$ cat src/rtl/core/time_key_sort_dedup_macros.svh
// assertion macros for the time key sort block
`ifndef TIME_KEY_SORT_DEDUP_MACROS_SVH
`define TIME_KEY_SORT_DEDUP_MACROS_SVH

`ifndef SYNTH
// same-cycle implication, clocked on i_clk, off during reset
`define TKSD_ASSERT_NOW(label, ante, cons) \
    label: assert property (@(posedge i_clk) disable iff (!i_rst_n) (ante) |-> (cons)) \
        else $error("tksd assertion failed");
// next-cycle implication
`define TKSD_ASSERT_NEXT(label, ante, cons) \
    label: assert property (@(posedge i_clk) disable iff (!i_rst_n) (ante) |=> (cons)) \
        else $error("tksd assertion failed");
`else
`define TKSD_ASSERT_NOW(label, ante, cons)
`define TKSD_ASSERT_NEXT(label, ante, cons)
`endif

`endif

$ cat src/rtl/core/tksd_pkg.sv
package tksd_pkg;

    localparam int HOUR_W  = 5;
    localparam int MIN_W   = 6;
    localparam int KEY_W   = HOUR_W + MIN_W;
    localparam int POS_W   = 3;
    localparam int UCNT_W  = 4;

    // sort key: hour in the upper bits, minute below
    typedef logic [KEY_W-1:0] t_key;

    typedef struct packed {
        logic [HOUR_W-1:0] entry_hour;
        logic [MIN_W-1:0]  entry_minute;
        logic              entry_last;
    } t_entry;

    typedef struct packed {
        logic [HOUR_W-1:0] out_hour;
        logic [MIN_W-1:0]  out_minute;
        logic [POS_W-1:0]  out_position;
        logic [UCNT_W-1:0] unique_count;
        logic              overflowed;
        logic              out_last;
    } t_result;

endpackage

$ cat src/rtl/core/time_key_sort_dedup.sv
// Collects a batch of (hour, minute) entries and emits them sorted ascending with
// duplicates removed. A request is taken when start is high while busy is low; busy
// then stays high until the block can take the next one. The entries live in one
// two-port memory (one read with registered data and one write per cycle), kept
// sorted by an insertion pass: a scan upward from entry 0 to find the slot or a
// duplicate, a shift of the larger entries one place up, then a write of the new key.
// A dropped duplicate or overflow ends after the scan, with no shift and no write. A
// request marked entry_last then starts a priming read of entry 0, and the results
// come out on o_result with o_strobe high, one per cycle and in order, each in the
// cycle after its read. The receiver cannot stall: every strobed result must be taken
// in the cycle it is shown. Entries beyond MAX_ENTRIES are dropped and flagged on the
// results of that batch.
`include "time_key_sort_dedup_macros.svh"

module time_key_sort_dedup
    import tksd_pkg::*;
#(
    parameter int MAX_ENTRIES = 8
) (
    input  logic    i_clk,
    input  logic    i_rst_n,
    input  logic    start,
    input  t_entry  i_entry,
    output logic    busy,
    output logic    o_strobe,
    output t_result o_result
);

    localparam int AW = $clog2(MAX_ENTRIES);        // memory address width
    localparam int CW = $clog2(MAX_ENTRIES + 1);    // count, holds MAX_ENTRIES itself

    typedef enum logic [2:0] {
        S_IDLE,
        S_SEARCH,
        S_SHIFT,
        S_PLACE,
        S_PRIME,
        S_EMIT
    } t_state;

    // entry store, sorted ascending over the first r_count entries
    t_key mem [MAX_ENTRIES];

    t_state  r_state, n_state;
    logic [CW-1:0] r_idx, n_idx;        // scan / shift / emit index
    logic [CW-1:0] r_pos, n_pos;        // insertion slot
    logic [CW-1:0] r_count, n_count;    // held unique entries
    logic    r_ovf, n_ovf;              // entry dropped for lack of room
    t_key    r_key, n_key;              // key of the request in work
    logic    r_last, n_last;            // request closes the batch
    logic    r_strobe, n_strobe;
    t_result r_res, n_res;
    t_key    r_rdata;                   // mem[r_idx] as of the previous edge

    // write port
    logic          w_we;
    logic [AW-1:0] w_addr;
    t_key          w_data;

    logic w_full;
    logic w_done;

    assign w_full = (r_count == CW'(MAX_ENTRIES));

    always_comb begin
        n_state  = r_state;
        n_idx    = r_idx;
        n_pos    = r_pos;
        n_count  = r_count;
        n_ovf    = r_ovf;
        n_key    = r_key;
        n_last   = r_last;
        n_strobe = 1'b0;
        n_res    = r_res;
        w_we     = 1'b0;
        w_addr   = r_pos[AW-1:0];
        w_data   = r_key;
        w_done   = 1'b0;

        case (r_state)
            S_IDLE: begin
                if (start) begin
                    n_key  = {i_entry.entry_hour, i_entry.entry_minute};
                    n_last = i_entry.entry_last;
                    n_idx  = '0;
                    n_pos  = '0;
                    // empty store: the first entry goes straight to slot 0
                    n_state = (r_count == '0) ? S_PLACE : S_SEARCH;
                end
            end
            S_SEARCH: begin
                if (r_rdata == r_key) begin
                    // duplicate, nothing to store
                    w_done = 1'b1;
                end else if (r_rdata > r_key) begin
                    if (w_full) begin
                        n_ovf  = 1'b1;
                        w_done = 1'b1;
                    end else begin
                        n_pos   = r_idx;
                        n_idx   = r_count - 1'b1;
                        n_state = S_SHIFT;
                    end
                end else if (CW'(r_idx + 1'b1) == r_count) begin
                    // larger than every held entry: append
                    if (w_full) begin
                        n_ovf  = 1'b1;
                        w_done = 1'b1;
                    end else begin
                        n_pos   = r_count;
                        n_state = S_PLACE;
                    end
                end else begin
                    n_idx = r_idx + 1'b1;
                end
            end
            S_SHIFT: begin
                // move one entry up; the read of the next lower one overlaps
                w_we   = 1'b1;
                w_addr = AW'(r_idx + 1'b1);
                w_data = r_rdata;
                if (r_idx == r_pos) begin
                    n_state = S_PLACE;
                end else begin
                    n_idx = r_idx - 1'b1;
                end
            end
            S_PLACE: begin
                w_we    = 1'b1;
                w_addr  = r_pos[AW-1:0];
                w_data  = r_key;
                n_count = r_count + 1'b1;
                w_done  = 1'b1;
            end
            S_PRIME: begin
                // re-read entry 0 after the last write has landed
                n_idx   = '0;
                n_state = S_EMIT;
            end
            S_EMIT: begin
                n_strobe           = 1'b1;
                n_res.out_hour     = r_rdata[KEY_W-1:MIN_W];
                n_res.out_minute   = r_rdata[MIN_W-1:0];
                n_res.out_position = POS_W'(r_idx);
                n_res.unique_count = UCNT_W'(r_count);
                n_res.overflowed   = r_ovf;
                n_res.out_last     = (CW'(r_idx + 1'b1) == r_count);
                if (CW'(r_idx + 1'b1) == r_count) begin
                    n_count = '0;
                    n_ovf   = 1'b0;
                    n_state = S_IDLE;
                end else begin
                    n_idx = r_idx + 1'b1;
                end
            end
            default: begin
                n_state = S_IDLE;
            end
        endcase

        if (w_done) begin
            n_idx   = '0;
            n_state = r_last ? S_PRIME : S_IDLE;
        end
    end

    // memory: one write and one registered read per cycle
    always_ff @(posedge i_clk) begin
        if (w_we) begin
            mem[w_addr] <= w_data;
        end
        r_rdata <= mem[n_idx[AW-1:0]];
    end

    always_ff @(posedge i_clk) begin
        if (!i_rst_n) begin
            r_state  <= S_IDLE;
            r_count  <= '0;
            r_ovf    <= 1'b0;
            r_strobe <= 1'b0;
            r_idx    <= '0;
        end else begin
            r_state  <= n_state;
            r_count  <= n_count;
            r_ovf    <= n_ovf;
            r_strobe <= n_strobe;
            r_idx    <= n_idx;
        end
        r_pos  <= n_pos;
        r_key  <= n_key;
        r_last <= n_last;
        r_res  <= n_res;
    end

    assign busy     = (r_state != S_IDLE);
    assign o_strobe = r_strobe;
    assign o_result = r_res;

    // store never holds more than its capacity
    `TKSD_ASSERT_NOW(a_count_cap, 1'b1, r_count <= CW'(MAX_ENTRIES))
    // every emit cycle produces exactly one strobed result
    `TKSD_ASSERT_NEXT(a_emit_strobe, r_state == S_EMIT, r_strobe)
    // the final result of a batch leaves the block idle and empty
    `TKSD_ASSERT_NOW(a_last_idle, r_strobe && r_res.out_last,
        r_state == S_IDLE && r_count == '0)
    // the shift never walks below the insertion slot
    `TKSD_ASSERT_NOW(a_shift_range, r_state == S_SHIFT, r_idx >= r_pos)

endmodule

$ cat config.mk
export PLATFORM = sky130hd
export DESIGN_NAME = time_key_sort_dedup
export DESIGN_NICKNAME = d
export VERILOG_FILES = /design/src/rtl/core/tksd_pkg.sv /design/src/rtl/core/time_key_sort_dedup.sv
export VERILOG_INCLUDE_DIRS = /design/src /design/src/rtl/core
export SDC_FILE = /design/constraint.sdc
export NUM_CORES = 1
export LEC_CHECK = 0
export BUFFER_PORTS_ARGS = -buffer_cell sky130_fd_sc_hd__buf_2
export CORE_MARGIN = 2
export CORE_UTILIZATION = 53
export DETAILED_ROUTE_END_ITERATION = 16
export GPL_TIMING_DRIVEN = 0
export PLACE_DENSITY = 0.82
export SLEW_MARGIN = 40
export SYNTH_ARGS = -nofsm -noshare
export SYNTH_HDL_FRONTEND = slang
export SYNTH_SLANG_ARGS = --single-unit
$ cat constraint.sdc
create_clock -name i_clk -period 3.3 [get_ports i_clk]
set_input_delay 0.66 -clock i_clk [delete_from_list [all_inputs] [get_ports i_clk]]
set_output_delay 0.66 -clock i_clk [all_outputs]
set_load 0.05 [all_outputs]
==> metrics, run 1 <==
status=finished with violations; violated checks=negative setup slack; Area growth syn-to-layout=25.2%; DRT iter0 DRCs=703; Skew-Pair Late Insertion Delay=0.43 ns; Setup TNS Final=-0.629 ns; WP data arrival=3.70 ns; GRT Util Overall=25.2%; DR vias=5022; Post-DRT Antenna Nets=0; RSZ-0062 raised after global routing=true; post-route cell area=0.00848 mm²; Crit Path Max Fanout=5; compound-gate portion of the synthesized area=14.3%; vias in the first global route=4619; placed instance area=0.00719 mm²; multiplexer share of the synthesized area=3.62%; Die W=117 µm; initial antenna violation count=0; IO Pins=37; routed vias/inst=6.32; HPWL after DPL=11000 µm; final setup fails=11; die footprint=0.0137 mm²; Max Cap Viol=0; Power Density=1220 mW/mm²; Yosys reg bits=148; Clock Tree Buf Depth=2; first-pass detailed-route iteration total=7; port bufs=36; Remaining Overflow, GRT=0; Distinct cells, synth=75; adder-cell share of the synthesized area=2.96%; Power Total=0.0103 W; ys async rst share=0%; setup slack after layout=-0.100 ns; Placer Congestion=0.902; Fmax=294 MHz; H-Tree Depth=4; Synth Area in Simple Gates=11.0%; Slew HR=47.8%; nets@finish=641; crit path capture type=register; CP required=3.60 ns; post-synthesis sequential area ratio=62.1%; Slew Limit Fails=0; Post-Syn Nets=560; Syn Area/Cell=12.8 µm²; FP Rows=41; CTS hold repair buffers=0; CTS buffer count=17; clk sinks=148; Worst-Margin Slew=0.782 ns; Leak=3.05 nW; TritonCTS clock tree=yes; largest family of logic cells by synthesized area=compound AO/OA/AOI/OAI gates; Die Span Y=117 µm; Tmin final=3.40 ns; DR DRC count=0; Yosys warnings=0; Post-Synth XOR/XNOR Area=1.92%; layout cells sized above 1=33.1%; final period utilization=103%; VDD IR-drop max=0.000598 V; DP Worst Slack=-0.561 ns; Hold WC Path Type=in2reg; pin count of the biggest net entering global routing=25; Hold Slack=0.407 ns; first-pass GRT wire length=25100 µm; Total Routed Length=18600 µm; Worst-path clk slew=0.06 ns; EDFF count, synth=124; Cell Area, Synth=0.00677 mm²; CTS Root Cell=clkbuf_16; WS Path Type=reg2reg; Starting Density=53.9%; Setup crit start kind=register; Post-Synthesis Cells=529; Inserted Diodes=0; Core Area=0.0126 mm²; Final Skew=0.0105 ns; top_reg_cell synth=edfxtp_1; Hold Vio Cnt, Final=0; WL/cell=23.4 µm
## path summary, 6_finish.rpt
check                           startpoint          end  slack, ns  cells past startpoint
worst min register to register  r_count[2]  o_result[4]       0.43                      0
worst max register to register    r_key[1]   r_rdata[5]      -0.10                     13
worst max-delay path              r_key[1]   r_rdata[5]      -0.10                     13
worst min-delay path            i_entry[4]     r_key[3]       0.41                      1
## kinds of logic (layout without fill, tap and decap cells)
family | Yosys count | after routing
muxes | 22 | 22
xor gates and xnor gates | 14 | 14
adders and majority gates | 16 | 16
DFF | 148 | 148
AOI/OAI and AO/OA | 121 | 121
and+or+nand+nor | 148 | 148
buffers and inverters | 60 | 154
## what timing repair did
| action | 4_1_cts | 5_1_grt |
|---|---|---|
| resized for setup | 26 | 57 |
| pin swaps | 8 | 22 |
| cloned | 0 | 5 |
| endpoints found under the setup margin | 18 | 12 |
| buffers inserted | 6 | 17 |
## registers in the layout, indices dropped and copies added (netlist names)
register,flops
r_pos,4
r_idx,4
r_state,3
r_ovf,1
mem,88
r_last,1
r_count,4
r_rdata,11
o_strobe,1
o_result,20
r_key,11
## per-stage QoR
| step | std cells | util, % |
|---|---|---|
| finish | 795 | 67.5 |
| global route | 795 | 67.5 |
| CTS | 774 | 63.0 |
| detailed placement | 737 | 57.2 |
| global placement | 737 | 57.0 |
| floorplan | 529 | - |
## cells in the mapped netlist (3+ instances only)
| library cell | number | area [µm²] |
|---|---|---|
| dfxtp_1 | 24 | 480 |
| o22ai_1 | 3 | 18.8 |
| nand2_1 | 38 | 143 |
| edfxtp_1 | 124 | 3720 |
| clkbuf_1 | 12 | 45.0 |
| buf_2 | 7 | 35.0 |
| o221ai_1 | 19 | 166 |
| a21oi_1 | 26 | 130 |
| inv_1 | 31 | 116 |
| o21ai_0 | 13 | 65.1 |
| xnor2_1 | 11 | 96.3 |
| nand4_1 | 3 | 18.8 |
| or3_1 | 4 | 25.0 |
| nand3_1 | 5 | 25.0 |
| and2_1 | 13 | 81.3 |
| nor2_1 | 39 | 146 |
| o211ai_1 | 20 | 150 |
| ha_1 | 16 | 200 |
| buf_4 | 3 | 22.5 |
| or2_2 | 3 | 18.8 |
| a21boi_0 | 3 | 22.5 |
| and3_1 | 5 | 31.3 |
| mux2_1 | 3 | 33.8 |
| nor3_1 | 15 | 75.1 |
| buf_6 | 4 | 45.0 |
| nor4_1 | 3 | 18.8 |
| mux2_2 | 17 | 191 |
## critical path, stage by stage, from the launching register on
cell and delay [ns]:
edfxtp_1 0.42, inv_2 0.09, ha_4 0.19, and3b_1 0.19
o311a_4 0.33, a2111o_1 0.52, mux2i_2 0.22, o221ai_2 0.28
buf_6 0.16, o21a_4 0.17, nand3_4 0.16, buf_12 0.20
o221ai_2 0.20, nand2_1 0.13
## layer usage
layer	part of all wire, %	GRT usage (%)	up-vias
li1	-	-	2172
met1	38	33.6	2430
met2	48	39.1	362
met3	11	7.11	58
met4	3.0	11.0	0
met5	0	0	-
## cell type report
class | count | area, µm²
buffer | 26 | 213
inverter | 32 | 125
timing repair buffer | 64 | 494
sequential | 148 | 4210
multi-input combinational | 321 | 2650
tap | 172 | 215
fill | 785 | 4090
clock buffer | 18 | 429
clock inverter | 14 | 148
## layout by cell type, fill, tap and decap left out, types with 4 or more instances in the layout
cell type / instances
a21oi_1: 24
a21oi_2: 4
and2_1: 12
and3_1: 5
buf_2: 38
buf_4: 25
buf_6: 4
buf_8: 5
clkbuf_1: 9
clkbuf_16: 22
dfxtp_1: 22
edfxtp_1: 124
ha_1: 13
inv_1: 26
inv_2: 4
mux2_2: 17
nand2_1: 35
nand3_1: 5
nor2_1: 28
nor2_2: 11
nor3_1: 14
o211ai_1: 20
o21ai_0: 11
o221ai_1: 6
o221ai_2: 9
o221ai_4: 6
xnor2_1: 11
## power by group
part	total, W	switching [W]	leakage (nW)	internal, W
Clock	0.00188	0.000818	0.288	0.00106
Combinational	0.00560	0.00332	1.43	0.00229
Sequential	0.00283	0.000230	1.33	0.00260
Total	0.0103	0.00436	3.05	0.00595
(Power assumes the default switching activity.)
==> inputs of run 2 (changes only) <==
--- a/config.mk
+++ b/config.mk
@@ -9,9 +9,10 @@
 export BUFFER_PORTS_ARGS = -buffer_cell sky130_fd_sc_hd__buf_2
 export CORE_MARGIN = 2
 export CORE_UTILIZATION = 53
+export CTS_BUF_LIST = sky130_fd_sc_hd__clkbuf_16
 export DETAILED_ROUTE_END_ITERATION = 16
 export GPL_TIMING_DRIVEN = 0
-export PLACE_DENSITY = 0.82
+export PLACE_DENSITY = 0.71
 export SLEW_MARGIN = 40
 export SYNTH_ARGS = -nofsm -noshare
 export SYNTH_HDL_FRONTEND = slang
==> run 2 against run 1 <==
Effect of this change:
- the flow still finishes with violations (negative setup slack)
- via count is 5.1% lower
- critical path depth rose by 2
- global-route usage shrank 1.3 points
- cell count increased by 0.75%
- count of clock-buffer cells in the layout decreased by 1
- sequential cell count did not move
- utilization grew 0.40 points
- total power fell by 1.7%
- clock skew decreased by 0.0030 ns
- wire length fell by 9.2%
- worst hold slack better by 0.0069 ns
- register-to-register slack got worse by 0.02 ns
- largest cell class unchanged
==> metrics, run 2 (synthesis gave the netlist of run 1 again) <==
status=finished with violations; violated checks=negative setup slack; Slew Limit Fails=0; initial antenna violation count=0; DR vias=4766; WP data arrival=3.71 ns; CTS buffer count=17; crit-path cells=buf_12, clkinvlp_4, ha_4, xor2_1, or2_1, or3_4, inv_6, xnor2_2, a31oi_4, buf_6, o21ai_4, buf_4, mux2_2, o22ai_4, o22ai_2; GRT Util Overall=24.0%; routed vias/inst=5.95; Max Cap Viol=0; FP Rows=41; CTS Root Cell=clkbuf_16; Crit-path slowest cell=or3_4; setup slack after layout=-0.118 ns; Core Area=0.0126 mm²; Slew HR=48.2%; first-pass GRT wire length=24200 µm; Placer Congestion=0.880; WS Path Type=reg2reg; fin cells=801; Worst R2R Path Depth=15; Post-DRT Antenna Nets=0; nets@finish=647; dpl cells=737; DRT iter0 DRCs=466; IO Pins=37; final-layout fill cell count=843; RSZ-0062 raised after global routing=true; VDD IR-drop max=0.000602 V; Fmax=293 MHz; most frequent cells in the layout=edfxtp_1 (124), buf_2 (38), nand2_1 (33), inv_1 (29), buf_4 (29); Starting Density=53.9%; Critical R2R Launch=r_idx[0]; first-pass detailed-route iteration total=5; Leak=3.06 nW; Net Sw Frac=40.5%; HPWL after DPL=10700 µm; Hold WC Path Type=in2reg; commonest non-fill, non-tap cell in the layout=edfxtp_1; GRT met1 Usage=34.0%; Crit path depth=15; Comb pwr share=52.8%; Area growth syn-to-layout=26.0%; Skew-Pair Late Insertion Delay=0.42 ns; Psw=0.00411 W; Tmin final=3.42 ns; Worst-path clk slew=0.06 ns; H-Tree Depth=4; Power Density=1190 mW/mm²; die footprint=0.0137 mm²; Worst-Margin Slew=0.776 ns; Final Skew=0.00748 ns; GRT met2 Usage=36.1%; Clock Tree Buf Depth=2; Crit Path Max Fanout=4; DP Worst Slack=-0.565 ns; Setup crit start kind=register; Crit path max-delay family=compound AO/OA/AOI/OAI gates; Die W=117 µm; worst r2r dst=r_rdata[8]; layout cells sized above 1=33.9%; vias in the first global route=4497; TritonCTS clock tree=yes; GRT busiest layer=met2; met3 Resource Use GR=6.28%; multi-input logic area=0.00265 mm²; Die Span Y=117 µm; Hold Vio Cnt, Final=0; crit path capture type=register; Seq pwr share=27.8%; crit path launch=r_idx[0]; port bufs=36; Largest register FFs=88; WL/cell=21.1 µm; DR DRC count=0; clk sinks=148; final period utilization=104%; max incr delay on CP=0.42 ns; Remaining Overflow, GRT=0; Worst setup endpoint=r_rdata[8]; Pint=0.00603 W; reg-to-reg setup timing slack=-0.12 ns; final setup fails=11; WP buf/inv=5; Inserted Diodes=0; pin count of the biggest net entering global routing=25; Total Routed Length=16900 µm; CP required=3.59 ns; clock power share=19.3%; Seq. cell area=0.00421 mm²; CTS hold repair buffers=0; Hold Slack=0.414 ns; Largest Register=mem
run 2: worst min-delay path by stage:
stage	from	to	slack, ns	cells after the start
final	i_entry[9]	r_key[8]	0.41	1
after global routing	i_entry[8]	r_key[7]	0.40	1
after CTS	i_entry[2]	r_key[1]	0.40	1
after detailed placement	r_count[2]	o_result[4]	0.42	0
after global placement	r_rdata[0]	o_result[9]	0.42	0
after floorplan	r_count[2]	o_result[4]	0.41	0
run 2: final cells by class:
type / count / area share, %
Buffer: 26 / 2.39
Clock buffer: 17 / 4.99
Clock inverter: 15 / 2.10
Inverter: 32 / 1.51
Multi-Input combinational cell: 321 / 31.0
Sequential cell: 148 / 49.4
Tap cell: 172 / 2.52
Timing Repair Buffer: 70 / 6.09
run 2: per-stage QoR:
stage,power (W),cell area (µm²),utilization [%],setup TNS (ns)
floorplan,0.00544,6770,-,0
global placement,0.00643,7170,57.0,-7.13
detailed placement,0.00652,7190,57.2,-7.26
CTS,0.00891,8000,63.6,0
global route,0.0106,8530,67.9,-1.88
finish,0.0101,8530,67.9,-0.966
run 2: what timing repair did:
item,4_1_cts,5_1_grt
setup buffers,11,20
gates cloned,0,3
resized for setup,27,68
endpoints found under the setup margin,16,12
pin swaps,11,28
run 2: routing by layer:
| layer | up-vias | part of all wire, % |
|---|---|---|
| met3 | 37 | 7.2 |
| met4 | 0 | 2.7 |
| li1 | 2180 | - |
| met5 | - | 0 |
| met1 | 2305 | 43 |
| met2 | 244 | 47 |
run 2: power by group through the flow:
stage          clock (W)  combinational [W]  sequential, W
6_report         0.00196            0.00536        0.00282
2_1_floorplan          0            0.00267        0.00277
5_1_grt          0.00205            0.00570        0.00285
3_3_place_gp           0            0.00362        0.00281
4_1_cts          0.00197            0.00414        0.00279
3_5_place_dp           0            0.00370        0.00282
run 2: worst reg2reg max path, stage by stage (launching register included):
cell and delay [ns]:
dfxtp_4 0.39, buf_12 0.12, clkinvlp_4 0.11, ha_4 0.24
xor2_1 0.17, or2_1 0.25, or3_4 0.42, inv_6 0.09
xnor2_2 0.13, a31oi_4 0.14, buf_6 0.15, o21ai_4 0.25
buf_4 0.17, mux2_2 0.36, o22ai_4 0.18, o22ai_2 0.12
==> inputs of run 3 (changes only) <==
--- a/config.mk
+++ b/config.mk
@@ -13,6 +13,7 @@
 export DETAILED_ROUTE_END_ITERATION = 16
 export GPL_TIMING_DRIVEN = 0
 export PLACE_DENSITY = 0.71
+export REMOVE_ABC_BUFFERS = 1
 export SLEW_MARGIN = 40
 export SYNTH_ARGS = -nofsm -noshare
 export SYNTH_HDL_FRONTEND = slang
==> run 3 against run 2 <==
Effect of this change:
- largest power group unchanged
- sequential power is 2% higher
- the run still ends with negative setup slack left
- worst hold slack worse by 0.0040 ns
- clock power is 5% higher
==> metrics, run 3 (synthesis gave the netlist of run 1 again) <==
max incr delay on CP=0.39 ns; Total Routed Length=18200 µm; die footprint=0.0137 mm²; pin count of the biggest net entering global routing=25; Final Skew=0.00846 ns; port bufs=36; Pint=0.00594 W; VDD IR-drop max=0.000587 V; Slew HR=41.2%; Die Span Y=117 µm; GRT met2 Usage=41.5%; setup slack after layout=-0.0825 ns; Worst-Margin Slew=0.881 ns; Most common cell on crit path=buf_6; CTS hold repair buffers=0; Slew Limit Fails=0; clock power share=20.2%; Core Area=0.0126 mm²; Hold WC Path Type=in2reg; Post-DRT Antenna Nets=0; Max Cap Viol=0; DP Worst Slack=-1.22 ns; post-route cell area=0.00842 mm²; Net Sw Frac=41.7%; clk sinks=148; TritonCTS clock tree=yes; Seq. cell area=0.00421 mm²; multi-input logic area=0.00273 mm²; Skew-Pair Late Insertion Delay=0.42 ns; Clock Tree Buf Depth=2; Crit Path Max Fanout=5; Largest Register=mem; Area growth syn-to-layout=24.4%; crit path capture type=register; placed instance area=0.00706 mm²; first-pass detailed-route iteration total=6; dpl cells=710; CTS Root Cell=clkbuf_16; most frequent cells in the layout=edfxtp_1 (124), nand2_1 (37), buf_2 (36), inv_1 (29), nor2_1 (28); Tmin final=3.38 ns; Setup TNS Final=-0.198 ns; Power Density=1210 mW/mm²; violated checks=negative setup slack; Starting Density=53.9%; final setup fails=6; DR vias=4949; final-layout fill cell count=840; routed vias/inst=6.36; Fmax=296 MHz; CP required=3.58 ns; Largest register FFs=88; DRT iter0 DRCs=492; WL/cell=23.3 µm; commonest non-fill, non-tap cell in the layout=edfxtp_1; first-pass GRT wire length=25000 µm; status=finished with violations; fin cells=778; DR DRC count=0; Setup crit start kind=register; H-Tree Depth=4; Comb pwr share=51.4%; Hold Vio Cnt, Final=0; HPWL after DPL=9610 µm; Worst-path clk slew=0.06 ns; Placer Congestion=0.952; Psw=0.00425 W; met3 Resource Use GR=6.33%; crit-path cells=inv_1, ha_1, and4_2, o311a_1, a2111o_1, buf_6, buf_6, nand2_4, a21oi_4, nor2_4, buf_6, buf_4, o311ai_0, o22ai_1; RSZ-0062 raised after global routing=true; WS Path Type=reg2reg; Leak=2.99 nW; Inserted Diodes=0; Die W=117 µm; Crit-path slowest cell=edfxtp_1; initial antenna violation count=0; Remaining Overflow, GRT=0; GRT Util Overall=25.2%; WP buf/inv=5; GRT busiest layer=met2; IO Pins=37; Crit path max-delay family=compound AO/OA/AOI/OAI gates; vias in the first global route=4528; layout cells sized above 1=32.3%; FP Rows=41; final period utilization=102%; nets@finish=624; Seq pwr share=28.3%; WP data arrival=3.66 ns; CTS buffer count=17; GRT met1 Usage=31.7%
-- run 3: cell count changes in the layout (fill, tap and decap cells not counted), sizes merged --
cell      change
buf          -16
clkbuf       -11
nand3         +4
clkinv        +3
inv           -3
bufinv        +1
clkinvlp      -1
-- run 3: worst register-to-register path: stages, from the launching register on --
cell and delay [ns]:
edfxtp_1 0.39, inv_1 0.06, ha_1 0.31, and4_2 0.34, o311a_1 0.28, a2111o_1 0.31, buf_6 0.16, buf_6 0.11
nand2_4 0.05, a21oi_4 0.34, nor2_4 0.12, buf_6 0.17, buf_4 0.14, o311ai_0 0.31, o22ai_1 0.15
-- run 3: power groups by stage --
stage          Clock [W]  Combinational, W  Sequential [W]
5_1_grt          0.00214           0.00546         0.00292
4_1_cts          0.00206           0.00390         0.00285
6_report         0.00206           0.00524         0.00289
3_3_place_gp           0           0.00325         0.00288
2_1_floorplan          0           0.00240         0.00282
3_5_place_dp           0           0.00340         0.00290
-- run 3: layout make-up --
cell class,count,share of cell area [%]
Clock inverter,15,2.45
Tap cell,172,2.55
Multi-Input combinational cell,325,32.4
Sequential cell,148,50.0
Inverter,32,1.50
Timing Repair Buffer,69,6.06
Clock buffer,17,5.05
-- run 3: what timing repair did --
item	CTS	global route
resized for setup	26	55
endpoints found under the setup margin	19	12
cloned	1	5
pin swaps	10	25
endpoints found under the hold margin	0	0
setup buffers	11	19
-- run 3: final timing paths --
check,slack (ns),start,cells past startpoint,to
worst max-delay path,-0.08,r_key[10],14,r_rdata[9]
worst min-delay path,0.41,i_entry[11],1,r_key[10]
worst max register to register,-0.08,r_key[10],14,r_rdata[9]
worst min register to register,0.45,r_rdata[0],0,o_result[9]
-- run 3: per-stage QoR --
stage / hold WS (ns) / utilization (%) / power, W
global route: 0.404 / 67.0 / 0.0105
finish: 0.410 / 67.0 / 0.0102
floorplan: 0.408 / - / 0.00522
CTS: 0.401 / 63.0 / 0.00881
global placement: 0.413 / 55.8 / 0.00614
detailed placement: 0.431 / 56.2 / 0.00630
-- run 3: metal layers --
metal	vias up	share of wire, %
met4	0	3.8
li1	2145	-
met5	-	0
met2	313	49
met3	64	8.6
met1	2427	39
